===== src/hw/rtl/psa_pkg.sv =====
// Shared types, codes and defaults for the process slot allocator.
`default_nettype none

package psa_pkg;

  // Default number of slots in the pool.
  localparam int POOL_SIZE_DEF = 32;

  // Fixed widths of the transaction fields.
  localparam int ACTION_W = 2;
  localparam int SLOT_W   = 6;
  localparam int STATUS_W = 2;

  // Request action codes.
  localparam logic [ACTION_W-1:0] ACT_ALLOC  = 2'd0;
  localparam logic [ACTION_W-1:0] ACT_FREE   = 2'd1;
  localparam logic [ACTION_W-1:0] ACT_LOOKUP = 2'd2;

  // Response status codes.
  localparam logic [STATUS_W-1:0] ST_OK      = 2'd0;
  localparam logic [STATUS_W-1:0] ST_EMPTY   = 2'd1;
  localparam logic [STATUS_W-1:0] ST_INVALID = 2'd2;

  // One request transaction.
  typedef struct packed {
    logic [ACTION_W-1:0] action;
    logic [SLOT_W-1:0]   slot_id;
  } psa_req_t;

  // One response transaction.
  typedef struct packed {
    logic [SLOT_W-1:0]   result_id;
    logic [STATUS_W-1:0] status;
    logic [SLOT_W-1:0]   free_count;
  } psa_rsp_t;

  // Shift command broadcast to every cell of the free stack.
  typedef struct packed {
    logic push;
    logic pop;
  } psa_shift_t;

endpackage : psa_pkg

`default_nettype wire


===== src/hw/rtl/psa_cell.sv =====
// One entry of the free stack: holds an id and shifts with its neighbors.
`default_nettype none

module psa_cell #(
  parameter int ID_W     = 6,
  parameter int RESET_ID = 1
) (
  input  wire logic               clk,
  input  wire logic               rst,
  input  wire psa_pkg::psa_shift_t shift,
  input  wire logic [ID_W-1:0]    above,
  input  wire logic [ID_W-1:0]    below,
  output logic      [ID_W-1:0]    value
);

  // A push moves every entry one place deeper; a pop moves every entry up.
  always_ff @(posedge clk) begin
    if (rst) begin
      value <= ID_W'(RESET_ID);
    end else if (shift.push) begin
      value <= above;
    end else if (shift.pop) begin
      value <= below;
    end
  end

endmodule : psa_cell

`default_nettype wire


===== src/hw/rtl/process_slot_allocator.sv =====
// Top level of the process slot allocator: free stack, allocated flags and response register.
`default_nettype none

// Process slot allocator. A pool of slot ids 1..POOL_SIZE is handed out from a
// last-in first-out free stack built as a row of shifting cells, id 1 on top.
// Request channel: a transaction (action, slot_id) is taken at a rising edge
// where start is high and busy is low. Actions are allocate (pop the top id),
// free (push an allocated id back) and look up (check that an id is allocated).
// Response channel: every request gives exactly one response (result_id,
// status, free_count), shown for one cycle with done high, on the cycle right
// after the request. The receiver cannot stall; responses are never held.
// A new request may be issued every cycle: the stack cells, the count and the
// flag row all update at the same edge, so busy stays low.
// A free of an out-of-range or unallocated id is flagged invalid and changes
// nothing. Reset (synchronous, active high) refills the stack with every id,
// id 1 on top, clears all allocated flags and drops done.

module process_slot_allocator #(
  parameter int POOL_SIZE = psa_pkg::POOL_SIZE_DEF
) (
  input  wire logic              clk,
  input  wire logic              rst,
  input  wire logic              start,
  output logic                   busy,
  input  wire psa_pkg::psa_req_t req,
  output logic                   done,
  output psa_pkg::psa_rsp_t      rsp
);

  localparam int ID_W  = $clog2(POOL_SIZE + 1);
  localparam int IDX_W = $clog2(POOL_SIZE);

  logic                   accept;
  psa_pkg::psa_shift_t    shift;
  logic [ID_W-1:0]        push_id;
  logic [ID_W-1:0]        cell_val [POOL_SIZE];
  logic [ID_W-1:0]        top_id;
  logic [ID_W-1:0]        stack_count;
  logic [ID_W-1:0]        stack_count_next;
  logic [POOL_SIZE-1:0]   in_use;
  logic [POOL_SIZE-1:0]   in_use_next;
  logic                   slot_ok;
  logic [IDX_W-1:0]       slot_idx;
  logic [IDX_W-1:0]       top_idx;
  psa_pkg::psa_rsp_t      rsp_next;

  // Every request is completed as it is taken, so the block is always ready.
  assign busy   = 1'b0;
  assign accept = start && !busy;

  // Decode the requested slot.
  assign slot_idx = IDX_W'(req.slot_id - psa_pkg::SLOT_W'(1));
  assign slot_ok  = (req.slot_id != '0) && (32'(req.slot_id) <= 32'(POOL_SIZE))
                    && in_use[slot_idx];
  assign push_id  = ID_W'(req.slot_id);
  assign top_id   = cell_val[0];
  assign top_idx  = IDX_W'(top_id - ID_W'(1));

  // Row of stack cells; cell 0 is the top of the stack.
  for (genvar k = 0; k < POOL_SIZE; k++) begin : g_cell
    logic [ID_W-1:0] above;
    logic [ID_W-1:0] below;
    if (k == 0) begin : g_first
      assign above = push_id;
    end else begin : g_inner_a
      assign above = cell_val[k-1];
    end
    if (k == POOL_SIZE - 1) begin : g_last
      assign below = '0;
    end else begin : g_inner_b
      assign below = cell_val[k+1];
    end
    psa_cell #(
      .ID_W     (ID_W),
      .RESET_ID (k + 1)
    ) u_cell (
      .clk   (clk),
      .rst   (rst),
      .shift (shift),
      .above (above),
      .below (below),
      .value (cell_val[k])
    );
  end

  // Request decode: shift command, count and flag updates, and the response.
  always_comb begin
    shift              = '0;
    stack_count_next   = stack_count;
    in_use_next        = in_use;
    rsp_next.result_id = '0;
    rsp_next.status    = psa_pkg::ST_INVALID;
    if (accept) begin
      case (req.action)
        psa_pkg::ACT_ALLOC: begin
          if (stack_count == '0) begin
            rsp_next.status = psa_pkg::ST_EMPTY;
          end else begin
            shift.pop             = 1'b1;
            stack_count_next      = stack_count - ID_W'(1);
            in_use_next[top_idx]  = 1'b1;
            rsp_next.result_id    = psa_pkg::SLOT_W'(top_id);
            rsp_next.status       = psa_pkg::ST_OK;
          end
        end
        psa_pkg::ACT_FREE: begin
          if (slot_ok) begin
            in_use_next[slot_idx] = 1'b0;
            if (stack_count < ID_W'(POOL_SIZE)) begin
              shift.push       = 1'b1;
              stack_count_next = stack_count + ID_W'(1);
            end
            rsp_next.result_id = req.slot_id;
            rsp_next.status    = psa_pkg::ST_OK;
          end
        end
        psa_pkg::ACT_LOOKUP: begin
          if (slot_ok) begin
            rsp_next.result_id = req.slot_id;
            rsp_next.status    = psa_pkg::ST_OK;
          end
        end
        default: begin
          rsp_next.status = psa_pkg::ST_INVALID;
        end
      endcase
    end
    rsp_next.free_count = psa_pkg::SLOT_W'(stack_count_next);
  end

  // Stack depth and allocated flags.
  always_ff @(posedge clk) begin
    if (rst) begin
      stack_count <= ID_W'(POOL_SIZE);
      in_use      <= '0;
    end else begin
      stack_count <= stack_count_next;
      in_use      <= in_use_next;
    end
  end

  // Response strobe.
  always_ff @(posedge clk) begin
    if (rst) begin
      done <= 1'b0;
    end else begin
      done <= accept;
    end
  end

  // Response payload.
  always_ff @(posedge clk) begin
    if (accept) begin
      rsp <= rsp_next;
    end
  end

  // Every slot is either on the free stack or flagged as allocated.
  a_conserve: assert property (@(posedge clk) disable iff (rst)
    ($countones(in_use) + int'(stack_count)) == POOL_SIZE)
    else $error("slot count mismatch between stack and flags");

  // Each accepted request gives a response on the next cycle.
  a_resp: assert property (@(posedge clk) disable iff (rst)
    accept |=> done)
    else $error("missing response");

  // A failed request never returns an id.
  a_fail_zero: assert property (@(posedge clk) disable iff (rst)
    (done && rsp.status != psa_pkg::ST_OK) |-> (rsp.result_id == '0))
    else $error("failed request returned an id");

  // The reported free count tracks the stack depth.
  a_count: assert property (@(posedge clk) disable iff (rst)
    done |-> (rsp.free_count == psa_pkg::SLOT_W'(stack_count)))
    else $error("free count does not match stack depth");

  // A successful allocation marks the returned slot as allocated.
  a_alloc_flag: assert property (@(posedge clk) disable iff (rst)
    (accept && req.action == psa_pkg::ACT_ALLOC && stack_count != '0)
      |=> in_use[$past(top_idx)])
    else $error("allocated slot not flagged");

endmodule : process_slot_allocator

`default_nettype wire

===== config.mk =====
export PLATFORM = sky130hd
export DESIGN_NAME = process_slot_allocator
export DESIGN_NICKNAME = d
export VERILOG_FILES = /design/src/hw/rtl/psa_pkg.sv /design/src/hw/rtl/psa_cell.sv /design/src/hw/rtl/process_slot_allocator.sv
export SDC_FILE = /design/constraint.sdc
export NUM_CORES = 1
export LEC_CHECK = 0
export BUFFER_PORTS_ARGS = -buffer_cell sky130_fd_sc_hd__buf_2
export CAP_MARGIN = 0
export CORE_MARGIN = 8
export CORE_UTILIZATION = 55
export CTS_CLUSTER_DIAMETER = 30
export DETAILED_ROUTE_END_ITERATION = 6
export GPL_ROUTABILITY_DRIVEN = 0
export GPL_TIMING_DRIVEN = 0
export PLACE_DENSITY = 0.78
export SLEW_MARGIN = 15
export SYNTH_ARGS = -nofsm -noshare
export SYNTH_HDL_FRONTEND = slang
export SYNTH_SLANG_ARGS = --single-unit

===== constraint.sdc =====
create_clock -name clk -period 3.6 [get_ports clk]
set_input_delay 0.18 -clock clk [delete_from_list [all_inputs] [get_ports clk]]
set_output_delay 0.18 -clock clk [all_outputs]
set_load 0.01 [all_outputs]

==> results of run 1 <==
## registers in the layout (all words and copies together), names as in the netlist
name                 count
stack_count              6
done                     1
rsp                     14
g_cell.u_cell.value    192
in_use                  32
## stage by stage
stage               util, %  setup slack [ns]
floorplan                 -             0.660
global placement       58.1            -0.642
detailed placement     58.2            -0.555
CTS                    66.0             0.188
global route           66.1           0.00933
finish                 66.1             0.175
## per-layer routing
metal	vias up	track usage, %
li1	5504	-
met1	5715	33.4
met2	571	40.1
met3	116	4.84
met4	0	11.8
met5	-	0
## kinds of logic (layout without fill, tap and decap cells)
logic type / Yosys count / count (layout) / share of synthesized area [%]
other cells: 1 / 1 / 0.0297
simple gates: 433 / 433 / 21.5
mux: 89 / 89 / 8.54
flops: 245 / 245 / 39.9
fa+ha+maj: 10 / 10 / 0.990
compound gates: 400 / 400 / 22.3
xor+xnor: 3 / 3 / 0.356
buf+inv: 181 / 303 / 6.30
## power groups by stage
| stage | registers, mW | clock network (mW) | logic, mW |
|---|---|---|---|
| final | 2.82 | 4.78 | 0.527 |
| after floorplan | 2.86 | 0 | 0.336 |
| after global placement | 2.87 | 0 | 0.493 |
| after detailed placement | 2.87 | 0 | 0.499 |
| after CTS | 2.82 | 4.80 | 0.509 |
| after global routing | 2.82 | 4.94 | 0.564 |
## cell type report
type | count | area, µm²
Buffer | 165 | 738
Tap cell | 285 | 357
Sequential cell | 245 | 5040
Clock buffer | 66 | 1420
Clock inverter | 28 | 343
Inverter | 16 | 60.1
Timing Repair Buffer | 28 | 148
Multi-Input combinational cell | 936 | 6810
Fill cell | 1755 | 7660
## worst paths after layout
path / end / depth (start not counted) / start
max reg2reg: g_cell[30].u_cell.value[3] / 11 / stack_count[0]
max: g_cell[13].u_cell.value[2] / 16 / req[0]
min: stack_count[2] / 4 / rst
min reg2reg: g_cell[31].u_cell.value[0] / 2 / g_cell[31].u_cell.value[0]
## critical path, cell delays in order
cell and delay [ns]:
buf_2 0.13, buf_6 0.16, buf_6 0.17, inv_1 0.11, ha_1 0.28, buf_2 0.27, mux4_2 0.24, nor2b_1 0.12
a221o_1 0.29, and4_1 0.23, buf_2 0.23, buf_2 0.34, buf_2 0.34, clkbuf_1 0.39, a21oi_1 0.16, o21ai_0 0.21
## cell usage after synthesis (all sizes together) (3+ instances only)
| master | instances |
|---|---|
| nor2 | 27 |
| a21o | 3 |
| nand2b | 6 |
| nand2 | 36 |
| o21ai | 96 |
| mux4 | 7 |
| a21oi | 115 |
| clkbuf | 108 |
| mux2 | 81 |
| a311oi | 12 |
| nor4 | 5 |
| a221o | 107 |
| or2 | 4 |
| o2bb2ai | 4 |
| and3 | 110 |
| nor2b | 7 |
| a31oi | 9 |
| nand3 | 21 |
| inv | 16 |
| and4 | 105 |
| buf | 57 |
| nor3 | 89 |
| edfxtp | 14 |
| nor3b | 3 |
| a211oi | 16 |
| or3b | 3 |
| and2 | 4 |
| dfxtp | 231 |
| or4 | 3 |
| o311ai | 7 |
| ha | 10 |
| a22o | 6 |
## timing repair
action	4_1_cts	5_1_grt
buffers inserted	3	0
hold buffers	0	0
setup endpoints to repair	29	7
pin swaps	1	0
gates resized for setup	0	4
==> impl_metrics.yaml, run 1 <==
outcome:
  status: "finished, final reports clean"
yosys:
  yosysTopAreaCell: "dfxtp_1"
  synth_edf_count: 14
  synthesis.nets: 1383
  syn_inst: 1362
  ys_seq_elements: 245
  avgSynthCellArea_um2: 9.28
  yosysWarnings: 0
  synth_flop_cell: "dfxtp_1"
  synth_top_area_share_pct: 36.6
  ys_seq_area_share_pct: 39.9
  async_flop_share_pct: 0
  synth_cell_type_count: 69
  syn_area_um2: 12600
  ys_top_cells_by_area: "dfxtp_1 37%, a221o_1 8.5%, and4_1 7.3%, mux2_2 7.2%, and3_1 5.4%"
setup_path:
  start_kind: "primary input"
  required_ns: 4.06
  timing.reg2reg.setup_slack_ns: 0.31
  critPathMaxFanout: 10
  arrival_ns: 3.88
  path_class: "in -> reg"
  worst_setup_path_end_kind: "register"
cells_and_area:
  layout-drive-gt1-share_pct: 18.0
  antenna_cells: 0
  final_cells: 1769
  final_cell_mix: "231 x dfxtp_1, 116 x clkbuf_1, 114 x a21oi_1"
  fin_nets: 1464
  finalInstanceArea_um2: 14900
  final_common_cell: "dfxtp_1"
  area_growth_pct: 18.0
route:
  top_layer: "met4"
  drt_first_pass_iters: 5
  wl_met2_mm: 16.8
  routedWlPerCell_um: 21.1
  wl_met1_mm: 16.0
  vias: 11900
  ant_nets: 0
  finalWirelength_mm: 37.3
  drt-vias-per-instance: 6.73
  met3_length_mm: 2.97
  drt_iter0_markers: 1073
  drc_errors: 0
placed_design:
  hpwl_mm: 24.0
  post-place-cells: 1672
  place_area_um2: 13100
  numPortBuffers: 24
hold_path:
  hold_path.class: "in -> reg"
die:
  core_um2: 22600
  die_y_um: 168
  num_rows: 55
  dieWidth_um: 168
  initial_core_util_pct: 56.0
  die_area_um2: 28100
  num_io_pins: 27
pwr:
  combPwrFrac_pct: 6.5
  sw_frac_of_total_pct: 23.7
  p_leak_nw: 5.91
  power_mw: 8.13
  max-vdd-ir-drop_mv: 0.395
  powerDensity_nw_per_um2: 545
  p_clk_share_pct: 58.8
  intPower_mw: 6.20
  power_switching_mw: 1.93
  pwr-share-seq_pct: 34.7
clocking:
  clk_pin_slew_ns: 0.05
  cts_sinks: 245
  clk_latency_ns: 0.55
  cts_root_buf: "clkbuf_16"
  cts_buffers: 51
  htree_levels: 2
  tritoncts: "done"
  clockBufferDepth: 3
sta:
  drv_slew: 0
  slew_headroom_pct: 18.8
  rsz0062_at_grt: "false"
  setup_viol_count_final: 0
  fin_crit_sh_pct: 95.1
  skew_ns: 0.0376
  max_freq_mhz: 292
  min_period_ns: 3.42
  tightest_slew_ns: 1.21
  hold_ws_ns: 0.0810
  tns_ns: 0
  finalHoldViolCount: 0
global_routing:
  grt.overflow.total: 0
  grt_max_degree: 19
  grt_usage_pct: 25.5
  first_global_vias: 11600
  grt_first_pass_wirelength_mm: 60.3
  antenna_found_initial: 0
job:
  maxCapViolCount: 0
(Power assumes the default switching activity.)
==> inputs of run 2 (changes only) <==
CORE_MARGIN = 2   (was 8)
GPL_ROUTABILITY_DRIVEN = unset   (was 0)
PLACE_DENSITY = 0.71   (was 0.78)
==> impl_metrics.yaml, run 2 (synthesis gave the netlist of run 1 again) <==
route:
  met3_length_mm: 2.68
  top_layer: "met5"
  drt_iter0_markers: 1057
  wl_met1_mm: 17.4
  drt-vias-per-instance: 6.67
  drt_first_pass_iters: 6
  vias: 11800
  routedWlPerCell_um: 21.6
  ant_nets: 0
  wl_met2_mm: 16.6
  drc_errors: 0
  finalWirelength_mm: 38.1
sta:
  fin_crit_sh_pct: 95.7
  min_period_ns: 3.45
  hold_ws_ns: 0.0854
  max_freq_mhz: 290
  layout_setup_ws_ns: 0.154
  skew_ns: 0.0228
  setup_viol_count_final: 0
  drv_slew: 0
  tightest_slew_ns: 1.17
  finalHoldViolCount: 0
  slew_headroom_pct: 21.4
  rsz0062_at_grt: "false"
setup_path:
  setup.worst_path.end: "g_cell[6].u_cell.value[2]"
  required_ns: 4.06
  timing.reg2reg.setup_slack_ns: 0.26
  arrival_ns: 3.90
  path_class: "in -> reg"
  path_buf_inv: 9
  worst_setup_path_end_kind: "register"
  cp.depth: 16
  critPathMaxFanout: 10
  cp_common_cell: "buf_2"
  startpoint: "req[0]"
  slowest_stage: "clkbuf_1"
  critical-path-max-stage-delay_ns: 0.42
  worstRegToRegCells: 11
  start_kind: "primary input"
  rr_endpoint: "g_cell[28].u_cell.value[3]"
  r2r_start: "stack_count[0]"
  path_delay_family: "buffers and inverters"
  crit_chain: "buf_2 > buf_6 > buf_6 > inv_1 > ha_1 > buf_2 > mux4_2 > nor2b_1 > a221o_1 > and4_1 > buf_2 > buf_2 > buf_2 > clkbuf_1 > a21oi_1 > o21ai_0"
die:
  core_um2: 22600
  die_area_um2: 24200
  die_y_um: 156
  num_rows: 55
  num_io_pins: 27
  initial_core_util_pct: 56.0
  dieWidth_um: 156
cells_and_area:
  reg_top3: "g_cell.u_cell.value: 192 flops, in_use: 32 flops, rsp: 14 flops"
  antenna_cells: 0
  fin_nets: 1462
  final_cells: 1768
  regMostFlops: "g_cell.u_cell.value"
  final_common_cell: "dfxtp_1"
  largest_register_ff_count: 192
  final_cell_mix: "231 x dfxtp_1, 114 x a21oi_1, 110 x clkbuf_1, 110 x and3_1, 107 x a221o_1"
  area_growth_pct: 19.5
  layout-drive-gt1-share_pct: 18.5
global_routing:
  grt_first_pass_wirelength_mm: 61.3
  grt_usage_pct: 31.0
  grt_max_degree: 19
  first_global_vias: 11400
  antenna_found_initial: 1
  grt.overflow.total: 0
clocking:
  htree_levels: 2
  cts_buffers: 50
  cts_sinks: 245
  clk_pin_slew_ns: 0.05
  tritoncts: "done"
  ctsHoldBuffers: 0
  clk_latency_ns: 0.55
  cts_root_buf: "clkbuf_16"
  clockBufferDepth: 3
pwr:
  max-vdd-ir-drop_mv: 0.436
  powerDensity_nw_per_um2: 574
  power_mw: 8.67
  p_leak_nw: 5.98
placed_design:
  gp_congestion: 0.958
  pre_cts_slack_ns: -0.577
  post-place-cells: 1672
  numPortBuffers: 24
  hpwl_mm: 24.4
outcome:
  status: "finished, final reports clean"
job:
  maxCapViolCount: 0
hold_path:
  hold_path.class: "in -> reg"
==> run 2: area by class of cell <==
class / instances / area (µm²)
tap: 285 / 357
buffer: 165 / 737
clock buffer: 58 / 1380
multi-input combinational: 936 / 6820
fill: 1819 / 7460
clock inverter: 36 / 576
inverter: 16 / 60.1
timing repair buffer: 27 / 140
sequential: 245 / 5040
==> run 2: power breakdown <==
| part | internal [mW] | switching, mW |
|---|---|---|
| combinational | 0.157 | 0.371 |
| sequential | 2.79 | 0.0316 |
| clock | 3.74 | 1.58 |
| total | 6.69 | 1.99 |
==> run 2: how the worst min path moves through the flow <==
stage                               start  slack, ns  cells after the start                         end
6_report                              rst       0.09                      4              stack_count[2]
5_1_grt                               rst        0.1                      4              stack_count[2]
4_1_cts                               rst       0.05                      4              stack_count[2]
3_5_place_dp   g_cell[31].u_cell.value[0]       0.46                      2  g_cell[31].u_cell.value[0]
3_3_place_gp   g_cell[31].u_cell.value[0]       0.45                      2  g_cell[31].u_cell.value[0]
2_1_floorplan                       start       0.29                      0                      rsp[0]
==> run 2: tightest hold or removal path, cell delays in order <==
cell	delay, ns
buf_2	0.14
nor2_1	0.08
nand4bb_1	0.10
nand3_1	0.07
==> run 2: routing by layer <==
| metal | GRT usage [%] | vias to the layer above |
|---|---|---|
| li1 | - | 5497 |
| met1 | 43.4 | 5748 |
| met2 | 47.0 | 450 |
| met3 | 5.97 | 101 |
| met4 | 13.0 | 2 |
| met5 | 0 | - |
==> run 2: repair_timing <==
action / in CTS / in global routing
gates resized for setup: 0 / 3
setup buffers: 2 / 0
setup endpoints to repair: 24 / 44
pin swaps: 1 / 0
==> run 2: through the flow <==
step / TNS [ns] / area, µm² / util (%)
4_1_cts: 0 / 15100 / 66.9
3_5_place_dp: -74.09 / 13100 / 58.2
3_3_place_gp: -67.63 / 13100 / 58.1
6_report: 0 / 15100 / 66.9
5_1_grt: 0 / 15100 / 66.9
2_1_floorplan: 0 / 12600 / -
==> inputs of run 3 (changes only) <==
CTS_CLUSTER_SIZE = 8   (was unset)
GPL_TIMING_DRIVEN = unset   (was 0)
RECOVER_POWER = 25   (was unset)
==> impl_metrics.yaml, run 3 (synthesis gave the netlist of run 1 again) <==
outcome:
  status: "finished, final reports clean"
cells_and_area:
  seq_area_um2: 5040
  layout-drive-gt1-share_pct: 17.4
  nFillCells: 1840
  reg_top3: "g_cell.u_cell.value: 192 flops, in_use: 32 flops, rsp: 14 flops"
  antenna_cells: 0
  multi_input_comb_area_um2: 6820
  final_common_cell: "dfxtp_1"
  regMostFlops: "g_cell.u_cell.value"
  final_cell_mix: "231 x dfxtp_1, 114 x a21oi_1, 110 x and3_1"
  finalInstanceArea_um2: 14600
  largest_register_ff_count: 192
  fin_nets: 1338
  area_growth_pct: 15.4
pwr:
  p_leak_nw: 5.73
  power_mw: 8.17
  power_switching_mw: 1.85
  sw_frac_of_total_pct: 22.7
  max-vdd-ir-drop_mv: 0.572
  p_clk_share_pct: 59.7
  powerDensity_nw_per_um2: 560
  combPwrFrac_pct: 5.7
  pwr-share-seq_pct: 34.5
  intPower_mw: 6.32
die:
  die_y_um: 156
  num_io_pins: 27
  die_area_um2: 24200
  initial_core_util_pct: 56.0
  core_um2: 22600
  num_rows: 55
  dieWidth_um: 156
sta:
  layout_setup_ws_ns: 0.383
  rsz0062_at_grt: "false"
  fin_crit_sh_pct: 89.4
  hold_ws_ns: 0.0914
  slew_headroom_pct: 25.7
  max_freq_mhz: 311
  tns_ns: 0
  min_period_ns: 3.22
  setup_viol_count_final: 0
  finalHoldViolCount: 0
  drv_slew: 0
  skew_ns: 0.0157
  tightest_slew_ns: 1.11
route:
  drt-vias-per-instance: 6.69
  routedWlPerCell_um: 19.0
  drt_first_pass_iters: 5
  drc_errors: 0
  drt_iter0_markers: 1254
  finalWirelength_mm: 31.2
  vias: 11000
  ant_nets: 0
placed_design:
  gp_congestion: 0.921
  numPortBuffers: 25
  place_area_um2: 12800
  pre_cts_slack_ns: 0.354
  hpwl_mm: 17.2
setup_path:
  critPathMaxFanout: 57
  worstRegToRegCells: 10
  required_ns: 3.95
  arrival_ns: 3.57
  worst_setup_path_end_kind: "register"
  path_class: "in -> reg"
  start_kind: "primary input"
clocking:
  clk_pin_slew_ns: 0.05
  cts_sinks: 245
  cts_root_buf: "clkbuf_16"
  cts_buffers: 52
  tritoncts: "done"
  ctsHoldBuffers: 0
  clockBufferDepth: 3
  htree_levels: 2
  cts_resized: 0
  post_cts_buffers: 0
  clk_latency_ns: 0.54
hold_path:
  hold_path.class: "in -> reg"
  holdPathStages: 2
global_routing:
  first_global_vias: 10300
  grt_first_pass_wirelength_mm: 52.6
  antenna_found_initial: 0
  grt_max_degree: 206
  grt_usage_pct: 25.8
  grt.overflow.total: 0
job:
  maxCapViolCount: 0
run 3: metrics by stage:
step / std cells / utilization [%]
after CTS: 1642 / 64.9
after floorplan: 1362 / -
final: 1642 / 64.6
after global routing: 1642 / 64.6
after global placement: 1548 / 56.9
after detailed placement: 1548 / 56.9
run 3: path summary, 6_finish.rpt:
check                                             endpoint                  startpoint  slack, ns
worst max-delay path                                rsp[5]                      req[1]       0.38
worst min-delay path                            in_use[27]                      req[4]       0.09
worst max register to register   g_cell[9].u_cell.value[1]              stack_count[0]       0.60
worst min register to register  g_cell[31].u_cell.value[1]  g_cell[31].u_cell.value[1]       0.46
run 3: layer usage:
metal | vias to the layer above | global-route usage [%] | share of wire, %
li1 | 5247 | - | -
met1 | 5357 | 37.9 | 47
met2 | 309 | 39.3 | 45
met3 | 64 | 3.75 | 5.6
met4 | 0 | 7.73 | 2.2
met5 | - | 0 | 0
run 3: power groups by stage:
stage               clock network (mW)  logic [mW]  registers [mW]
floorplan                            0       0.336            2.86
global placement                     0       0.470            2.87
detailed placement                   0       0.472            2.87
CTS                               4.94       0.474            2.82
global route                      5.09       0.512            2.82
finish                            4.88       0.469            2.82
run 3: area by class of cell:
type                       count  area share, %
multi-input combinational    936           46.7
clock buffer                  68           9.95
inverter                      16          0.446
clock inverter                26           2.49
sequential                   245           34.6
tap                          285           2.44
timing repair buffer          66           3.37
run 3: worst max-delay path, cell delays in order:
cell,delay [ns]
buf_2,0.12
inv_1,0.15
ha_1,0.36
clkbuf_1,0.26
nor2b_1,0.12
a21oi_2,0.13
o21ai_2,0.07
clkbuf_1,0.19
a2111oi_4,0.41
clkbuf_2,0.91
nand3_1,0.30
o31ai_1,0.34
